**config.mk**
```make
export PLATFORM = sky130hd
export DESIGN_NAME = amc_ram
export DESIGN_NICKNAME = d
export VERILOG_FILES = /design/src/sv/amc_ram.sv
export SDC_FILE = /design/constraint.sdc
export NUM_CORES = 1
export LEC_CHECK = 0
export BUFFER_PORTS_ARGS = -buffer_cell sky130_fd_sc_hd__buf_2
export CAP_MARGIN = 25
export CELL_PAD_IN_SITES_DETAIL_PLACEMENT = 2
export CELL_PAD_IN_SITES_GLOBAL_PLACEMENT = 2
export CORE_MARGIN = 4
export CORE_UTILIZATION = 48
export DETAILED_ROUTE_END_ITERATION = 7
export GPL_ROUTABILITY_DRIVEN = 0
export PLACE_DENSITY_LB_ADDON = 0.1
export REMOVE_ABC_BUFFERS = 1
export SLEW_MARGIN = 20
export SYNTH_ARGS = -nofsm -noshare
export SYNTH_HDL_FRONTEND = slang
export SYNTH_SLANG_ARGS = --single-unit
```
**constraint.sdc**
```tcl
create_clock -name clk -period 2.3 [get_ports clk]
set_clock_uncertainty 0.15 [all_clocks]
set_input_delay 0.23 -clock clk [delete_from_list [all_inputs] [get_ports clk]]
set_output_delay 0.23 -clock clk [all_outputs]
set_load 0.1 [all_outputs]
```
**src/sv/amc_ram.sv**
```systemverilog
// Generic single-write, single-read RAM with registered read data.
module amc_ram #(
  parameter int WIDTH = 8,
  parameter int DEPTH = 16
) (
  input  logic                     clk,
  input  logic                     we,
  input  logic [$clog2(DEPTH)-1:0] waddr,
  input  logic [WIDTH-1:0]         wdata,
  input  logic [$clog2(DEPTH)-1:0] raddr,
  output logic [WIDTH-1:0]         rdata
);

  logic [WIDTH-1:0] mem [DEPTH];

  always_ff @(posedge clk) begin
    if (we) begin
      mem[waddr] <= wdata;
    end
    rdata <= mem[raddr];
  end

endmodule
```
==> results.yml <==
synthesis:
  yosysTopAreaCell: "edfxtp_1"
  yosys-top-cells-count: "128 x edfxtp_1, 18 x mux4_2, 16 x a22oi_1"
  yosysMostFrequentCell: "edfxtp_1"
  syn-mean-instance-area_sq_um: 22.5
  synth_seq_area_share_pct: 77.8
  synth.yosys.warnings: 0
  synth_ff_type: "edfxtp_1"
  synthTopCellsByArea: "edfxtp_1 75%, mux4_2 7.9%, mux4_1 7.1%"
  yosys_register_bits: 136
  synth_top_area_share_pct: 74.7
  synth_edf_count: 128
  async_flop_share_pct: 0
  syn-cell-area_sq_mm: 0.00515
  syn_inst: 229
  synth_cell_types: 19
routing:
  ant_nets: 0
  drc: 0
  num_vias: 2574
  dr.first_iter.drc_count: 229
  detail_route.wl_per_cell_um: 30.8
  wirelength_um: 13600
  viasPerCell: 5.84
  drtPass1Iterations: 4
global_route:
  grt_pass1_vias: 2951
  antenna_found_initial: 0
  grt_pass1_wl_um: 20600
  grt.overflow.total: 0
  grt_max_degree: 33
  grt_usage_pct: 23.7
sta:
  drv_slew: 0
  rsz0062_at_grt: "false"
  whs_ns: 0.111
  fin_crit_sh_pct: 77.4
  setup_tns_ns: 0
  setup_viol_count_final: 0
  post-route-min-period_ns: 1.78
  max_freq_mhz: 562
  tightest_slew_ns: 0.529
  final_hold_viol_count: 0
  slew_headroom_pct: 64.8
layout:
  antennaDiodeCount: 0
  final_area_sq_mm: 0.00619
  drive_gt1_share_pct: 31.1
  area_delta_synth_final_pct: 20.2
  nNetsFinal: 310
critical_path:
  crit_type: "reg -> out"
  crit_path_end_kind: "output port"
  worstPathRequired_ns: 1.92
  cp_cell_sequence: "buf_2"
  startpoint: "rdata[0]"
  critical_path_arrival_ns: 1.40
  startpoint_type: "flop"
  crit_family: "buffers and inverters"
  crit_buf_inv: 1
  worstPathMaxFanout: 1
  reg2reg_from: "mem[0][2]"
  crit_path_max_incr_delay_ns: 0.47
  critPathSlowestCell: "buf_2"
die:
  die_h_um: 112
  core-area_sq_mm: 0.0104
  row_count: 37
  die_area_sq_mm: 0.0124
  ios: 26
  start_util_pct: 49.6
  fp.dieW_um: 112
hold_path:
  hp-class: "in -> reg"
  min_from: "waddr[2]"
power:
  combPwrFrac_pct: 7.0
  leakagePower_uw: 0.00211
  power.switching_uw: 1380
  seq_power_share_pct: 48.0
  swShare_pct: 23.7
  p_clk_share_pct: 45.0
  power_density_mw_per_mm2: 942
  vdd_ir_drop_max_uv: 446
  power.internal_uw: 4450
clocking:
  numCtsBuffers: 17
  clk_latency_ns: 0.51
  ctsLongestPathBuffers: 2
  clock_sinks: 136
  post_cts_buffers: 0
  htreeDepth: 4
  tritoncts: "built"
  root_buffer: "clkbuf_8"
  path_clk_slew_ns: 0.06
run:
  maxCapViolations: 0
placement:
  dpl.hpwl_um: 8040
  port_buffers: 25
  postPlaceCellArea_sq_mm: 0.00554
status:
  status: "complete, no violations"
## per-layer routing
metal  GRT usage, %  vias to the layer above  part of all wire, %
li1               -                     1104                    -
met1           31.5                     1362                   41
met2           39.6                       99                   53
met3           5.76                        9                  5.0
met4           6.33                        0                  1.0
met5              0                        -                    0
## final timing paths
path	end	slack [ns]	cells past startpoint
hold / removal	mem[1][0]	0.11	3
setup / recovery	rdata[0]	0.52	1
hold reg to reg	rdata[2]	0.56	3
setup reg to reg	rdata[2]	0.59	3
## kinds of logic after synthesis
| kind of cell | share of synthesized area (%) |
|---|---|
| buffers and inverters | 1.68 |
| flip-flops | 77.8 |
| AO/OA/AOI/OAI | 2.33 |
| AND/OR/NAND/NOR | 3.18 |
| multiplexers | 15.0 |
## layout by cell type (no fill, tap or decap)
cell type | synthesis | final
a22oi_1 | 16 | 16
nand2b_1 | 2 | 2
clkbuf_1 | 0 | 2
inv_6 | 0 | 3
clkinvlp_4 | 0 | 4
nand3_1 | 1 | 1
bufinv_16 | 0 | 2
nor3_1 | 4 | 4
nand2_1 | 9 | 9
clkbuf_16 | 0 | 16
and2_1 | 1 | 1
edfxtp_1 | 128 | 128
mux4_1 | 14 | 14
dlygate4sd3_1 | 0 | 8
clkbuf_8 | 0 | 1
dfxtp_1 | 8 | 8
buf_4 | 1 | 19
nand3b_1 | 2 | 2
nor2_1 | 13 | 13
and2b_1 | 1 | 1
clkinv_2 | 0 | 1
nor2b_1 | 1 | 1
buf_2 | 3 | 25
mux4_2 | 18 | 18
buf_12 | 0 | 2
clkinv_4 | 0 | 3
or3b_2 | 1 | 1
## timing repair
| action | CTS | global route |
|---|---|---|
| gates resized for setup | 0 | 0 |
| setup endpoints to repair | 0 | 0 |
| hold buffers | 8 | 0 |
| hold endpoints to repair | 128 | 0 |
## power by group through the flow
stage / registers (uW) / clock network [uW] / logic, uW
floorplan: 2950 / 0 / 111
global placement: 2840 / 0 / 380
detailed placement: 2850 / 0 / 390
CTS: 2800 / 2680 / 410
global route: 2800 / 2820 / 430
finish: 2800 / 2630 / 406
## cell type report
cell class / count / area (sq um)
multi-input cells: 83 / 1060
well taps: 136 / 170
fillers: 836 / 4180
repair buffers: 54 / 388
clock buffers: 19 / 422
clock inverters: 13 / 148
flip-flops and latches: 136 / 4000
## state kept, by name, summed over array words and instances (netlist names)
signal,cells
rdata,8
mem,128
## metrics by stage
stage / util (%) / instances / setup slack (ns) / power (uW)
2_1_floorplan: - / 219 / 0.427 / 3070
3_3_place_gp: 53.4 / 401 / 0.390 / 3220
3_5_place_dp: 53.4 / 401 / 0.378 / 3240
4_1_cts: 59.7 / 441 / 0.491 / 5890
5_1_grt: 59.7 / 441 / 0.475 / 6050
6_report: 59.7 / 441 / 0.521 / 5830
(Power assumes the default switching activity.)
